==> src/rtl/gbfr_pkg.sv <==
// Package for the binary GPS frame receiver: result item type, status codes,
// protocol constants and queue sizing. Depends on nothing.
`timescale 1ns / 1ps

package gbfr_pkg;

    localparam logic [7:0] SYNC_FIRST  = 8'hA0;
    localparam logic [7:0] SYNC_SECOND = 8'hA2;
    localparam logic [7:0] TAIL_FIRST  = 8'hB0;
    localparam logic [7:0] TAIL_SECOND = 8'hB3;

    localparam logic [15:0] MAX_LEN_RESET = 16'd1023;

    localparam logic KIND_PAYLOAD = 1'b0;
    localparam logic KIND_STATUS  = 1'b1;

    localparam logic [1:0] ST_GOOD        = 2'd0;
    localparam logic [1:0] ST_BAD_TRAILER = 2'd1;
    localparam logic [1:0] ST_TOO_LONG    = 2'd2;

    localparam int Q_DEPTH = 4;
    localparam int Q_AW    = $clog2(Q_DEPTH);

    typedef struct packed {
        logic       kind;
        logic [7:0] data;
        logic       is_msg_id;
        logic [1:0] status;
    } t_result;

    // Write request from the parser into the result queue.
    typedef struct packed {
        logic    valid;
        t_result item;
    } t_q_write;

    // Queue status toward the top level.
    typedef struct packed {
        logic full;
        logic empty;
    } t_q_status;

endpackage

==> src/rtl/gbfr_parser.sv <==
// Front part: frame state machine that classifies each received byte and
// issues at most one result request per byte. Depends on gbfr_pkg.
`timescale 1ns / 1ps

module gbfr_parser (
    input  logic               i_clk,
    input  logic               i_rst_n,
    input  logic               i_accept,
    input  logic [7:0]         i_rx_byte,
    input  logic [15:0]        i_max_len,
    output gbfr_pkg::t_q_write o_wr
);
    import gbfr_pkg::*;

    typedef enum logic [8:0] {
        PH_HUNT1  = 9'b000000001,
        PH_HUNT2  = 9'b000000010,
        PH_LEN_HI = 9'b000000100,
        PH_LEN_LO = 9'b000001000,
        PH_BODY   = 9'b000010000,
        PH_CK_HI  = 9'b000100000,
        PH_CK_LO  = 9'b001000000,
        PH_TAIL1  = 9'b010000000,
        PH_TAIL2  = 9'b100000000
    } t_phase;

    t_phase      r_phase, n_phase;
    logic [7:0]  r_len_hi, n_len_hi;
    logic [15:0] r_len, n_len;
    logic [15:0] r_seen, n_seen;
    logic        r_tail_bad, n_tail_bad;

    logic [15:0] len_full;
    logic [15:0] seen_inc;

    assign len_full = {r_len_hi, i_rx_byte};
    assign seen_inc = r_seen + 16'd1;

    always_comb begin
        n_phase    = r_phase;
        n_len_hi   = r_len_hi;
        n_len      = r_len;
        n_seen     = r_seen;
        n_tail_bad = r_tail_bad;
        o_wr       = '0;
        case (r_phase)
            PH_HUNT2: begin
                if (i_rx_byte == SYNC_SECOND) begin
                    n_phase = PH_LEN_HI;
                end else if (i_rx_byte == SYNC_FIRST) begin
                    n_phase = PH_HUNT2;
                end else begin
                    n_phase = PH_HUNT1;
                end
            end
            PH_LEN_HI: begin
                n_len_hi = i_rx_byte;
                n_phase  = PH_LEN_LO;
            end
            PH_LEN_LO: begin
                n_len      = len_full;
                n_seen     = '0;
                n_tail_bad = 1'b0;
                if (len_full > i_max_len) begin
                    n_phase            = PH_HUNT1;
                    o_wr.valid         = 1'b1;
                    o_wr.item.kind     = KIND_STATUS;
                    o_wr.item.status   = ST_TOO_LONG;
                end else if (len_full == 16'd0) begin
                    n_phase = PH_CK_HI;
                end else begin
                    n_phase = PH_BODY;
                end
            end
            PH_BODY: begin
                n_seen              = seen_inc;
                o_wr.valid          = 1'b1;
                o_wr.item.kind      = KIND_PAYLOAD;
                o_wr.item.data      = i_rx_byte;
                o_wr.item.is_msg_id = (r_seen == 16'd0);
                if (seen_inc >= r_len) begin
                    n_phase = PH_CK_HI;
                end
            end
            PH_CK_HI: begin
                n_phase = PH_CK_LO;
            end
            PH_CK_LO: begin
                n_phase = PH_TAIL1;
            end
            PH_TAIL1: begin
                n_tail_bad = (i_rx_byte != TAIL_FIRST);
                n_phase    = PH_TAIL2;
            end
            PH_TAIL2: begin
                n_tail_bad       = r_tail_bad || (i_rx_byte != TAIL_SECOND);
                n_phase          = PH_HUNT1;
                o_wr.valid       = 1'b1;
                o_wr.item.kind   = KIND_STATUS;
                o_wr.item.status = n_tail_bad ? ST_BAD_TRAILER : ST_GOOD;
            end
            default: begin
                n_phase = (i_rx_byte == SYNC_FIRST) ? PH_HUNT2 : PH_HUNT1;
            end
        endcase
        o_wr.valid = o_wr.valid && i_accept;
    end

    always_ff @(posedge i_clk) begin
        if (!i_rst_n) begin
            r_phase    <= PH_HUNT1;
            r_len      <= '0;
            r_seen     <= '0;
            r_tail_bad <= 1'b0;
        end else if (i_accept) begin
            r_phase    <= n_phase;
            r_len      <= n_len;
            r_seen     <= n_seen;
            r_tail_bad <= n_tail_bad;
        end
    end

    always_ff @(posedge i_clk) begin
        if (i_accept) begin
            r_len_hi <= n_len_hi;
        end
    end

endmodule

==> src/rtl/gbfr_queue.sv <==
// Back part: short result queue that holds finished result items until the
// consumer takes them. Depends on gbfr_pkg.
`timescale 1ns / 1ps

module gbfr_queue (
    input  logic                i_clk,
    input  logic                i_rst_n,
    input  gbfr_pkg::t_q_write  i_wr,
    input  logic                i_rd,
    output gbfr_pkg::t_result   o_head,
    output gbfr_pkg::t_q_status o_status
);
    import gbfr_pkg::*;

    t_result         r_mem [Q_DEPTH];
    logic [Q_AW-1:0] r_wr_ptr;
    logic [Q_AW-1:0] r_rd_ptr;
    logic [Q_AW:0]   r_count;
    logic            do_rd;

    assign o_status.full  = (r_count == Q_AW'(0) + (Q_AW+1)'(Q_DEPTH));
    assign o_status.empty = (r_count == '0);
    assign do_rd          = i_rd && !o_status.empty;
    assign o_head         = r_mem[r_rd_ptr];

    always_ff @(posedge i_clk) begin
        if (i_wr.valid) begin
            r_mem[r_wr_ptr] <= i_wr.item;
        end
    end

    always_ff @(posedge i_clk) begin
        if (!i_rst_n) begin
            r_wr_ptr <= '0;
            r_rd_ptr <= '0;
            r_count  <= '0;
        end else begin
            if (i_wr.valid) begin
                r_wr_ptr <= r_wr_ptr + Q_AW'(1);
            end
            if (do_rd) begin
                r_rd_ptr <= r_rd_ptr + Q_AW'(1);
            end
            case ({i_wr.valid, do_rd})
                2'b10:   r_count <= r_count + (Q_AW+1)'(1);
                2'b01:   r_count <= r_count - (Q_AW+1)'(1);
                default: r_count <= r_count;
            endcase
        end
    end

endmodule

==> src/rtl/gps_binary_frame_receiver.sv <==
// Top level of the binary GPS frame receiver: configuration register, frame
// parser and result queue. Depends on gbfr_pkg, gbfr_parser and gbfr_queue.
`timescale 1ns / 1ps

// Channel   Direction  Handshake            Payload
// input     in         push / full          i_rx_byte
// result    out        empty / pop          o_out_kind, o_out_byte, o_is_msg_id,
//                                           o_frame_status
// config    in         i_cfg_we (no wait)   i_cfg_data (max_payload_len)
//
// One received byte is accepted per cycle whenever full is low; the parser
// handles it in the cycle it is accepted, so the sustained rate is one byte
// per clock while full stays low, set by the frame state machine.
// A result request appears on the result ports in the next cycle if the queue
// was empty, else behind earlier results. The four-entry result queue lets
// input flow while the consumer stalls; full rises only when four are waiting.
// Reset is synchronous and active low: it returns the parser to the hunt for
// the first sync byte, empties the queue and loads max_payload_len with 1023.

module gps_binary_frame_receiver (
    input  logic        i_clk,
    input  logic        i_rst_n,
    input  logic        push,
    output logic        full,
    input  logic [7:0]  i_rx_byte,
    output logic        empty,
    input  logic        pop,
    output logic        o_out_kind,
    output logic [7:0]  o_out_byte,
    output logic        o_is_msg_id,
    output logic [1:0]  o_frame_status,
    input  logic        i_cfg_we,
    input  logic [15:0] i_cfg_data
);
    import gbfr_pkg::*;

    logic [15:0] r_max_len;
    logic        in_accept;
    t_q_write    wr_req;
    t_result     head;
    t_q_status   q_status;

    // The limit register is written directly; software only changes it while no
    // frame is in flight, a rule the block itself does not enforce.
    always_ff @(posedge i_clk) begin
        if (!i_rst_n) begin
            r_max_len <= MAX_LEN_RESET;
        end else if (i_cfg_we) begin
            r_max_len <= i_cfg_data;
        end
    end

    assign full      = q_status.full;
    assign empty     = q_status.empty;
    assign in_accept = push && !q_status.full;

    // Front part: every accepted byte advances the frame state machine; payload
    // bytes, frame-end status and too-long status become result requests.
    gbfr_parser u_parser (
        .i_clk     (i_clk),
        .i_rst_n   (i_rst_n),
        .i_accept  (in_accept),
        .i_rx_byte (i_rx_byte),
        .i_max_len (r_max_len),
        .o_wr      (wr_req)
    );

    // Back part: results wait here in order until the consumer pops them.
    gbfr_queue u_queue (
        .i_clk    (i_clk),
        .i_rst_n  (i_rst_n),
        .i_wr     (wr_req),
        .i_rd     (pop),
        .o_head   (head),
        .o_status (q_status)
    );

    assign o_out_kind     = head.kind;
    assign o_out_byte     = head.data;
    assign o_is_msg_id    = head.is_msg_id;
    assign o_frame_status = head.status;

    // A queue of several entries can never be full and empty at once.
    a_full_empty: assert property (@(posedge i_clk) disable iff (!i_rst_n)
        !(full && empty))
        else $error("result queue is full and empty at once");

    // A frame-end status carries no byte and no message id flag.
    a_status_clean: assert property (@(posedge i_clk) disable iff (!i_rst_n)
        (!empty && o_out_kind == KIND_STATUS) |-> (o_out_byte == 8'd0 && !o_is_msg_id))
        else $error("status result carries payload fields");

    // A payload byte always reports a zero frame status.
    a_payload_clean: assert property (@(posedge i_clk) disable iff (!i_rst_n)
        (!empty && o_out_kind == KIND_PAYLOAD) |-> (o_frame_status == ST_GOOD))
        else $error("payload result carries a frame status");

    // Popping with no new byte frees a queue entry.
    a_pop_frees: assert property (@(posedge i_clk) disable iff (!i_rst_n)
        (pop && !empty && !push) |=> !full)
        else $error("queue still full after a pop with no push");

endmodule
==> config.mk <==
export PLATFORM = sky130hd
export DESIGN_NAME = gps_binary_frame_receiver
export DESIGN_NICKNAME = d
export VERILOG_FILES = /design/src/rtl/gbfr_pkg.sv /design/src/rtl/gbfr_parser.sv /design/src/rtl/gbfr_queue.sv /design/src/rtl/gps_binary_frame_receiver.sv
export SDC_FILE = /design/constraint.sdc
export NUM_CORES = 1
export LEC_CHECK = 0
export ABC_AREA = 1
export BUFFER_PORTS_ARGS = -buffer_cell sky130_fd_sc_hd__buf_2
export CAP_MARGIN = 30
export CORE_MARGIN = 3
export CORE_UTILIZATION = 50
export DETAILED_ROUTE_END_ITERATION = 8
export PLACE_DENSITY = 0.83
export RECOVER_POWER = 50
export SLEW_MARGIN = 10
export SYNTH_ARGS = -nofsm -noshare
export SYNTH_HDL_FRONTEND = slang
export SYNTH_SLANG_ARGS = --single-unit
==> constraint.sdc <==
create_clock -name i_clk -period 2.45 [get_ports i_clk]
set_input_delay 0.49 -clock i_clk [delete_from_list [all_inputs] [get_ports i_clk]]
set_output_delay 0.49 -clock i_clk [all_outputs]
set_load 0.02 [all_outputs]
==> results of run 1 <==
placed cells by master, fill, tap and decap left out, types with 9 or more instances in the layout:
cell / synthesis / routed
nor2_1: 91 / 85
inv_2: 7 / 12
buf_2: 4 / 38
edfxtp_1: 56 / 56
clkbuf_1: 14 / 12
nand4_1: 15 / 15
buf_4: 2 / 67
nand2_2: 5 / 9
o21ai_0: 69 / 64
inv_1: 99 / 93
a21oi_1: 67 / 60
o22ai_1: 12 / 12
clkbuf_16: 0 / 17
nand3_1: 26 / 20
dfxtp_1: 67 / 60
nand2_1: 103 / 97
nor2_2: 5 / 10
ha_1: 39 / 29
ha_4: 0 / 10
cells in the mapped netlist, drive strengths merged (2+ instances only):
cell type    n  share of area (%)
a21o         2               0.24
a21oi       68                5.5
a31oi        2               0.20
buf          8               0.91
clkbuf      14               0.83
clkinv       2               0.12
dfxtp       67                 21
edfxtp      56                 27
ha          39                7.7
inv        107                6.4
nand2      110                7.0
nand3       31                3.3
nand4       16                1.8
nor2        99                6.4
nor3        12                1.6
nor4         6               0.69
o21ai       71                5.7
o22ai       12                1.2
o31ai        2               0.24
xor2        10                1.5
power groups by stage:
stage / Clock [W] / Sequential, W / Combinational (W)
6_report: 0.00225 / 0.00218 / 0.000334
4_1_cts: 0.00225 / 0.00218 / 0.000319
3_5_place_dp: 0 / 0.00223 / 0.000296
2_1_floorplan: 0 / 0.00222 / 0.000192
5_1_grt: 0.00234 / 0.00218 / 0.000370
3_3_place_gp: 0 / 0.00222 / 0.000287
registers in the layout, indices dropped and copies added, names as in the netlist, named ones only:
register,cells
u_queue.r_count,3
u_queue.r_rd_ptr,2
r_max_len,16
u_queue.r_wr_ptr,2
u_parser.r_seen,16
u_parser.r_phase,9
u_parser.r_tail_bad,1
u_parser.r_len_hi,8
u_parser.r_len,16
u_queue.r_mem,48
routing by layer:
| metal | track usage, % | up-vias | part of all wire [%] |
|---|---|---|---|
| li1 | - | 2717 | - |
| met1 | 28.3 | 2741 | 39 |
| met2 | 40.5 | 336 | 49 |
| met3 | 6.32 | 85 | 7.8 |
| met4 | 11.9 | 0 | 4.2 |
| met5 | 0 | - | 0 |
path summary, 6_finish.rpt:
check | end | slack (ns) | depth (start not counted)
worst max-delay path | u_queue.r_count[2]$_SDFFE_PN0P_ | -0.20 | 15
worst min-delay path | r_max_len[0]$_SDFFE_PN1P_ | 0.28 | 3
worst max register to register | u_queue.r_count[2]$_SDFFE_PN0P_ | -0.20 | 15
worst min register to register | u_queue.r_rd_ptr[1]$_SDFFE_PN0P_ | 0.47 | 2
through the flow:
step	area, sq um	instances	util (%)	TNS, ns	setup slack (ns)
floorplan	6320	737	-	-0.0150	-0.00755
global placement	7160	991	58.9	-1.08	-0.176
detailed placement	7160	991	58.9	-2.40	-0.265
CTS	7970	1036	65.6	-0.882	-0.149
global route	8190	1043	67.4	-3.10	-0.328
finish	8190	1043	67.4	-1.35	-0.201
what timing repair did:
| item | CTS | global route |
|---|---|---|
| hold buffers | 0 | 0 |
| gates resized for setup | 42 | 48 |
| endpoints found under the setup margin | 11 | 62 |
| buffers inserted | 12 | 8 |
| pin swaps | 28 | 39 |
| gates cloned | 1 | 0 |
cell type report:
type | instances | area share, %
Multi-Input combinational cell | 483 | 38.1
Sequential cell | 123 | 37.1
Timing Repair Buffer | 127 | 10.6
Clock buffer | 17 | 5.19
Inverter | 109 | 5.16
Tap cell | 168 | 2.57
Clock inverter | 15 | 1.22
Timing Repair inverter | 1 | 0.0764
logic make-up after synthesis:
| family | Yosys count |
|---|---|
| buf+inv | 131 |
| simple gates | 275 |
| compound gates | 158 |
| fa+ha+maj | 40 |
| xor+xnor | 10 |
| flops | 123 |
worst min-delay path, cell delays in order:
cell	delay, ns
buf_2	0.07
nand2_1	0.04
nand3_1	0.07
==> flow_summary_export.csv, run 1 <==
group,metric,value,unit
outcome,outcome,"complete, but fails checks",
outcome,violations,"setup timing",
floorplan,die_y,118,um
route,vias,5879,
power,pwr-share-comb,7.0,%
floorplan,ios,43,
power,power.internal,0.00356,W
sta,fin_ws,-0.201,ns
clocking,htree_levels,4,
layout,drive_gt1_share,27.8,%
critical_path,criticalPathCategory,"flop to flop",
placed_design,numPortBuffers,42,
synth,avgSynthCellArea,8.55,sq um
clocking,clock-sinks,123,
placed_design,finalWeightedCongestion,0.912,
layout,fillers,844,
critical_path,crit_start,"u_parser.r_len_hi[6]$_DFFE_PP_",
sta,tightest_slew,0.633,ns
sta,fmax,0.377,GHz
critical_path,cpMostUsedCell,"nand2_2",
power,swShare,25.2,%
layout,syn2layout_area_growth,29.9,%
sta,rsz0062_at_grt,"yes",
grt,overflow,0,
route,viasPerCell,5.64,
sta,worst_hold_slack,0.281,ns
critical_path,critical_path_buf_inv_count,1,
synth,synth_fp_nets,806,
synth,yosys_warnings,0,
layout,n_antenna_cell,0,
grt,grt_first_pass_wirelength,26400,um
sta,maxSlewHeadroom,57.8,%
floorplan,start_util,51.8,%
placed_design,dp.final_hpwl,11200,um
synth,synth_top_family_by_area,"simple AND/OR/NAND/NOR gates",
sta,setup_viol,11,
layout,multiInputGateArea,3120,sq um
clocking,numCtsBuffers,17,
critical_path,slowest_delay,0.43,ns
synth,yosys.cell_types.count,41,
sta,maxSlewViolCount,0,
route,drcViolationCount,0,
critical_path,worstPathArrival,2.97,ns
synth,synth_compound_area_share,13.1,%
power,switchingPower,0.00120,W
synth,async_flop_share,0,%
grt,antenna_found_initial,0,
clocking,path_clk_slew,0.06,ns
grt,grt_pass1_vias,5603,
critical_path,r2r_start,"u_parser.r_len_hi[6]$_DFFE_PP_",
power,power_frac_seq,45.8,%
route,antenna_left,0,
synth,synth-simple-area-share,21.0,%
layout,nNetsFinal,931,
floorplan,num_rows,40,
power,p_leak,3.49,nW
synth,seq_area_frac_synth,47.9,%
floorplan,die_x,118,um
clocking,clock_path_buffers,2,
power,total_power,0.00476,W
critical_path,path_cells,"ha_1 -> nand2_2 -> o21ai_0 -> a21oi_1 -> nand2_2 -> nand3_2 -> nand2_2 -> nand2_4 -> ha_4 -> inv_2 -> fa_2 -> a21oi_2 -> o21ai_2 -> o21ai_1 -> a21oi_1",
min_path,hp-start,"i_cfg_data[0]",
route,wl,18400,um
min_path,hp-class,"input port to flop",
sta,min_period,2.65,ns
grt,grt_max_degree,39,
sta,hold_violations,0,
sta,finClkSkew,0.00874,ns
route,initialDrtViolationCount,714,
synth,ys_ff_latch,123,
synth,synth-adder-area-share,8.06,%
synth,syn_inst,737,
clocking,clock_latency,0.43,ns
power,power_density,581,nW/um^2
layout,final-seq-area,3040,sq um
power,irDropWorstVdd,0.439,mV
grt,groute.usage.overall,24.0,%
clocking,cts_tree,"done",
critical_path,cp-end-kind,"flop",
route,wire_per_inst,17.6,um
clocking,root_buffer,"clkbuf_16",
sta,fin_crit_sh,108,%
floorplan,design.core.area,12200,sq um
flow_run,cap_violations,0,
synth,synth-xor-area-share,1.51,%
critical_path,required,2.77,ns
synth,synthesis.area,6300,sq um
critical_path,critPathLaunchType,"flop",
route,dr.pass1.iters,6,
floorplan,fp.dieArea,14000,sq um
critical_path,crit_slowest_cell,"edfxtp_1",
synth,synth_ff_type,"dfxtp_1",
critical_path,cp_max_fo,3,
synth,synthMuxAreaShare,0,%
power,clkPwrFrac,47.2,%
synth,synth_edf_count,56,
critical_path,cp_top_family,"adder cells",
Note: power is estimated with default switching activity, not from simulation.
==> run 2: changes to the inputs <==
SYNTH_HIERARCHICAL = 1   (was default)
==> run 2 against run 1 <==
Compared with the run above: the flow still finishes with violations (setup timing); global-route usage decreased by 1.2 points; final area decreased by 2.6%; sequential share of layout area increased by 0.94 points; critical path type unchanged; routed wire length decreased by 14%; clock skew decreased by 0.0029 ns; maximum frequency decreased by 4.0%; critical path depth increased by 3.
==> flow_summary_export.csv, run 2 <==
group,metric,value,unit
synth,synth_most_common_cell,"nand2_1",
grt,grt_first_pass_wirelength,25600,um
critical_path,critPathLaunchType,"flop",
route,antenna_left,0,
grt,groute.usage.overall,22.8,%
synth,yosys.area.top_type,"edfxtp_1",
sta,min_period,2.76,ns
sta,hold_violations,0,
placed_design,numPortBuffers,42,
clocking,clock_path_buffers,2,
layout,syn2layout_area_growth,27.4,%
critical_path,r2r_start,"u_parser/r_seen[1]$_SDFFE_PN0P_",
outcome,outcome,"complete, but fails checks",
synth,yosys_warnings,6,
min_path,hp-start,"i_cfg_data[6]",
critical_path,cp-end-kind,"flop",
synth,ys_ff_latch,123,
synth,syn_inst,763,
power,power_density,668,nW/um^2
flow_run,cap_violations,0,
sta,maxSlewHeadroom,40.1,%
floorplan,design.core.area,12100,sq um
floorplan,fp.dieArea,13900,sq um
layout,largest_reg_flops,48,
synth,avgSynthCellArea,8.21,sq um
sta,worst_hold_slack,0.287,ns
synth,synth_top_area_share,26.9,%
power,p_leak,3.58,nW
sta,setup_viol,11,
grt,overflow,0,
sta,fmax,0.362,GHz
critical_path,r2r_cells,18,
route,wire_per_inst,14.8,um
floorplan,num_rows,40,
route,wl,15800,um
floorplan,die_x,118,um
clocking,numCtsBuffers,17,
min_path,min_delay_path_depth,3,
clocking,hold_buffers,0,
sta,rsz0062_at_grt,"yes",
sta,fin_ws,-0.311,ns
critical_path,required,2.75,ns
grt,grt_max_degree,47,
critical_path,crit_slowest_cell,"dfxtp_4",
placed_design,dp.final_hpwl,10300,um
clocking,clock_latency,0.42,ns
floorplan,start_util,51.7,%
synth,async_flop_share,0,%
min_path,hp-class,"input port to flop",
critical_path,r2r_setup_slack,-0.31,ns
layout,drive_gt1_share,21.0,%
synth,synth_fp_nets,832,
clocking,clock-sinks,123,
route,viasPerCell,5.29,
critical_path,path_cells,"buf_4 -> nand3_2 -> nor3_4 -> nand3_2 -> nor3_4 -> buf_4 -> xor2_2 -> ha_1 -> nand2_1 -> nand2_1 -> nand2_1 -> a21oi_1 -> nor2_1 -> nand4_1 -> nand2_2 -> clkinv_4 -> nor2_1 -> nor2_1",
grt,antenna_found_initial,0,
synth,synth_ff_type,"dfxtp_1",
layout,layout_commonest_cell,"nand2_1",
layout,utilization,65.9,%
synth,synthTopCellsByCount,"154 x nand2_1, 110 x inv_1, 99 x nor2_1",
synth,yosys.cell_types.count,36,
route,initialDrtViolationCount,509,
sta,maxSlewViolCount,0,
outcome,violations,"setup timing",
critical_path,critical_path_buf_inv_count,3,
layout,n_antenna_cell,0,
critical_path,worstPathArrival,3.07,ns
clocking,root_buffer,"clkbuf_16",
sta,finClkSkew,0.00583,ns
route,vias,5655,
power,irDropWorstVdd,0.404,mV
floorplan,ios,43,
clocking,cts_tree,"done",
layout,nNetsFinal,956,
floorplan,die_y,118,um
synth,seq_area_frac_synth,48.3,%
critical_path,slowest_delay,0.36,ns
placed_design,finalWeightedCongestion,0.903,
clocking,path_clk_slew,0.05,ns
synth,synth_top_cells_by_area,"edfxtp_1 27%, dfxtp_1 21%, nand2_1 9.2%",
route,dr.pass1.iters,5,
sta,tightest_slew,0.899,ns
synth,synthesis.area,6260,sq um
critical_path,cp_max_fo,11,
critical_path,reg2reg_to,"u_parser/r_phase[4]$_SDFFE_PN0P_",
synth,synth_edf_count,56,
layout,final_cell_mix,"151 x nand2_1, 109 x inv_1, 95 x nor2_1, 68 x buf_4, 61 x dfxtp_1",
critical_path,criticalPathCategory,"flop to flop",
grt,grt_pass1_vias,5539,
critical_path,cp_top_family,"simple AND/OR/NAND/NOR gates",
layout,regMostFlops,"u_queue/r_mem",
route,drcViolationCount,0,
sta,fin_crit_sh,113,%
min_path,holdPathEnd,"r_max_len[6]$_SDFFE_PN1P_",
clocking,htree_levels,4,
[run 2: cell types whose count changed in the layout (fill, tap and decap cells not counted), sizes merged, moves of 5 or more]
| cell | delta |
|---|---|
| a21oi | -15 |
| clkbuf | +7 |
| clkinvlp | -5 |
| nand2 | +46 |
| nand3 | +7 |
| nand4 | -5 |
| o21ai | -18 |
[run 2: repair_timing]
| item | CTS | global route |
|---|---|---|
| pin swaps | 13 | 3 |
| setup endpoints to repair | 11 | 60 |
| buffers inserted | 11 | 5 |
| gates resized for setup | 24 | 8 |
[run 2: where the power goes]
| part | internal, W | switching [W] | total, W | leakage, nW |
|---|---|---|---|---|
| registers | 0.00219 | 0.0000499 | 0.00224 | 1.05 |
| logic | 0.000213 | 0.000386 | 0.000599 | 2.24 |
| clock network | 0.00164 | 0.000852 | 0.00250 | 0.288 |
| total | 0.00404 | 0.00129 | 0.00533 | 3.58 |
[run 2: per-stage QoR]
| stage | cells | area [sq um] | power [W] | setup slack (ns) | TNS, ns |
|---|---|---|---|---|---|
| finish | 1068 | 7980 | 0.00533 | -0.311 | -2.74 |
| CTS | 1063 | 7970 | 0.00534 | -0.195 | -1.52 |
| global route | 1068 | 7980 | 0.00554 | -0.492 | -4.71 |
| detailed placement | 1020 | 7190 | 0.00284 | -0.271 | -2.35 |
| floorplan | 763 | 6350 | 0.00268 | -0.0681 | -0.485 |
| global placement | 1020 | 7190 | 0.00282 | -0.234 | -1.47 |
[run 2: worst max path at each step]
stage / startpoint / end / slack [ns] / depth (start not counted)
finish: u_parser/r_seen[1]$_SDFFE_PN0P_ / u_parser/r_phase[4]$_SDFFE_PN0P_ / -0.31 / 18
global route: u_parser/r_seen[1]$_SDFFE_PN0P_ / u_parser/r_phase[4]$_SDFFE_PN0P_ / -0.49 / 16
CTS: u_parser/r_seen[1]$_SDFFE_PN0P_ / u_parser/r_phase[5]$_SDFFE_PN0P_ / -0.19 / 16
detailed placement: i_rx_byte[1] / u_queue/r_count[2]$_SDFFE_PN0P_ / -0.27 / 24
global placement: i_rx_byte[5] / u_queue/r_count[2]$_SDFFE_PN0P_ / -0.23 / 22
floorplan: u_parser/r_seen[0]$_SDFFE_PN0P_ / u_parser/r_phase[7]$_SDFFE_PN0P_ / -0.07 / 18
[run 2: metal layers]
| metal | track usage [%] | routed length, um | vias up |
|---|---|---|---|
| li1 | - | - | 2754 |
| met1 | 26.2 | 6470 | 2644 |
| met2 | 39.6 | 7760 | 198 |
| met3 | 4.66 | 902 | 59 |
| met4 | 12.5 | 640 | 0 |
| met5 | 0 | 0 | - |
[run 2: worst register-to-register path, stage by stage (launching register included)]
cell	delay, ns
dfxtp_4	0.36
buf_4	0.11
nand3_2	0.10
nor3_4	0.15
nand3_2	0.14
nor3_4	0.21
buf_4	0.16
xor2_2	0.15
ha_1	0.27
nand2_1	0.08
nand2_1	0.06
nand2_1	0.06
a21oi_1	0.06
nor2_1	0.12
nand4_1	0.13
nand2_2	0.16
clkinv_4	0.11
nor2_1	0.16
nor2_1	0.07
[run 2: area by class of cell]
| class | instances | area [sq um] |
|---|---|---|
| Clock buffer | 24 | 472 |
| Inverter | 116 | 443 |
| Multi-Input combinational cell | 505 | 2860 |
| Fill cell | 960 | 4130 |
| Timing Repair Buffer | 124 | 843 |
| Clock inverter | 8 | 116 |
| Tap cell | 168 | 210 |
| Sequential cell | 123 | 3040 |
[run 2: cells by family after synthesis]
kind of cell    after synthesis  synth area share, %
fa+ha+maj                    40                 8.11
xor+xnor                     10                 1.52
buf+inv                     135                 8.99
flops                       123                 48.3
compound gates              123                 10.2
simple gates                332                 22.9
==> run 3: changes to the inputs <==
--- a/config.mk
+++ b/config.mk
@@ -7,10 +7,10 @@
 export LEC_CHECK = 0
 export ABC_AREA = 1
-export BUFFER_PORTS_ARGS = -buffer_cell sky130_fd_sc_hd__buf_2
+export BUFFER_PORTS_ARGS = -buffer_cell sky130_fd_sc_hd__buf_4
 export CAP_MARGIN = 30
 export CORE_MARGIN = 3
-export CORE_UTILIZATION = 50
+export CORE_UTILIZATION = 55
 export DETAILED_ROUTE_END_ITERATION = 8
-export PLACE_DENSITY = 0.83
+export PLACE_DENSITY = 0.88
 export RECOVER_POWER = 50
 export SLEW_MARGIN = 10
==> constraint.sdc (replaced) <==
create_clock -name i_clk -period 2.45 [get_ports i_clk]
set_input_delay 0.1225 -clock i_clk [delete_from_list [all_inputs] [get_ports i_clk]]
set_output_delay 0.1225 -clock i_clk [all_outputs]
set_load 0.02 [all_outputs]
==> run 3 against run 2 <==
Compared with the run above: the run still ends with setup timing left; final cell count increased by 0.47%; critical endpoint is now u_parser/r_phase[2]$_SDFFE_PN0P_; clock-buffer cell count decreased by 6; die area shrank 8.6%; utilization is 12 points higher; largest cell class unchanged; highest routed layer unchanged; critical path type unchanged; power is 1.5% lower.
==> flow_summary_export.csv, run 3 (synthesized netlist as in run 2, its figures left out) <==
group,metric,value,unit
floorplan,num_rows,38,
layout,nNetsFinal,989,
power,p_leak,3.79,nW
floorplan,start_util,57.0,%
critical_path,required,2.80,ns
clocking,clock_latency,0.43,ns
placed_design,dp.final_hpwl,10300,um
power,irDropWorstVdd,0.711,mV
layout,final_cells,1073,
layout,layout_commonest_cell,"nand2_1",
sta,fmax,0.324,GHz
floorplan,die_x,113,um
route,wl,21600,um
clocking,htree_levels,4,
floorplan,design.core.area,11000,sq um
layout,drive_gt1_share,25.6,%
floorplan,ios,43,
route,antenna_left,0,
min_path,hp-class,"input port to flop",
critical_path,cp-end-kind,"flop",
layout,fillers,619,
power,pwr-share-comb,13.4,%
power,swShare,28.6,%
grt,grt_first_pass_wirelength,28100,um
grt,antenna_found_initial,0,
sta,rsz0062_at_grt,"yes",
layout,n_antenna_cell,0,
layout,syn2layout_area_growth,35.9,%
grt,grt_pass1_vias,5969,
critical_path,criticalPathCategory,"flop to flop",
flow_run,cap_violations,0,
route,dr.pass1.iters,9,
layout,final_cell_mix,"138 x nand2_1, 100 x inv_1, 97 x buf_4, 94 x nor2_1, 60 x dfxtp_1",
grt,grt_max_degree,48,
power,clkPwrFrac,44.0,%
placed_design,numPortBuffers,42,
clocking,clock-sinks,123,
clocking,clock_path_buffers,2,
layout,regMostFlops,"u_queue/r_mem",
floorplan,fp.dieArea,12700,sq um
outcome,outcome,"complete, but fails checks",
critical_path,r2r_setup_slack,-0.63,ns
critical_path,cp_max_fo,8,
critical_path,worstPathArrival,3.43,ns
sta,finClkSkew,0.0112,ns
floorplan,die_y,113,um
sta,maxSlewViolCount,0,
route,initialDrtViolationCount,1218,
grt,groute.usage.overall,28.0,%
sta,hold_violations,0,
power,power.internal,0.00375,W
sta,min_period,3.08,ns
sta,setup_viol,65,
power,total_power,0.00525,W
route,viasPerCell,6.22,
clocking,path_clk_slew,0.06,ns
clocking,cts_tree,"done",
outcome,violations,"setup timing",
clocking,root_buffer,"clkbuf_16",
critical_path,critPathLaunchType,"flop",
layout,largest_reg_flops,48,
sta,fin_crit_sh,126,%
sta,tightest_slew,0.857,ns
route,wire_per_inst,20.1,um
placed_design,dp.cells,980,
placed_design,finalWeightedCongestion,0.916,
route,drcViolationCount,0,
grt,overflow,0,
sta,fin_ws,-0.632,ns
clocking,numCtsBuffers,17,
sta,worst_hold_slack,0.00229,ns
power,power_density,617,nW/um^2
sta,maxSlewHeadroom,42.7,%
route,vias,6674,
power,power_frac_seq,42.7,%
power,switchingPower,0.00150,W
-- run 3: cell type report --
cell class	count	area (sq um)	share of cell area, %
sequential	123	3040	35.8
tap	140	175	2.06
timing repair inverter	1	6.26	0.0735
timing repair buffer	156	1330	15.6
clock inverter	14	114	1.34
inverter	116	453	5.32
clock buffer	18	429	5.04
multi-input combinational	505	2960	34.8
-- run 3: what timing repair did --
| item | in CTS | in global routing |
|---|---|---|
| cloned | 0 | 5 |
| hold buffers | 21 | 0 |
| hold endpoints to repair | 21 | 0 |
| gates resized for setup | 24 | 63 |
| pin swaps | 15 | 24 |
| setup endpoints to repair | 11 | 62 |
| setup buffers | 28 | 9 |
-- run 3: routing by layer --
metal  routed length (um)  GRT usage (%)  part of all wire (%)  vias up
met3                 2420           6.74                    11      229
met2                10200           47.7                    47      607
met5                    0              0                     0        -
li1                     -              -                     -     2835
met1                 7210           31.5                    33     3003
met4                 1780           17.4                   8.2        0
-- run 3: worst paths after layout --
path | start | endpoint | depth (start not counted)
worst min-delay path | i_cfg_data[10] | r_max_len[10]$_SDFFE_PN0P_ | 5
worst max-delay path | u_parser/r_seen[1]$_SDFFE_PN0P_ | u_parser/r_phase[2]$_SDFFE_PN0P_ | 17
worst min register to register | r_max_len[3]$_SDFFE_PN1P_ | r_max_len[3]$_SDFFE_PN1P_ | 2
worst max register to register | u_parser/r_seen[1]$_SDFFE_PN0P_ | u_parser/r_phase[2]$_SDFFE_PN0P_ | 17
-- run 3: through the flow --
stage                     setup WS [ns]  instance area [sq um]  setup TNS [ns]  utilization, %
final                            -0.632                   8510          -17.89            77.5
after global routing             -0.705                   8510          -23.31            77.5
after CTS                        -0.238                   8170           -2.53            74.4
after detailed placement         -0.242                   7120           -2.18            64.8
after global placement           -0.119                   7110          -0.837            64.8
after floorplan                 -0.0681                   6300          -0.427               -
-- run 3: worst max-delay path, stage by stage (launching register included) --
cell     delay, ns
dfxtp_4       0.39
ha_4          0.18
nand3_4       0.09
nor3_4        0.27
nand3_4       0.15
nor3_4        0.18
nand2_2       0.09
and2_4        0.15
ha_4          0.27
nand4_1       0.17
nor2_2        0.19
nand3_2       0.10
nand4_1       0.18
nand2_4       0.15
buf_6         0.20
nand2_4       0.05
nand2_2       0.05
nor2_1        0.13
-- run 3: power groups by stage --
stage               Sequential, W  Clock, W  Combinational (W)
finish                    0.00224   0.00231           0.000703
detailed placement        0.00228         0           0.000574
global route              0.00224   0.00242           0.000770
CTS                       0.00223   0.00228           0.000622
floorplan                 0.00226         0           0.000408
global placement          0.00227         0           0.000553
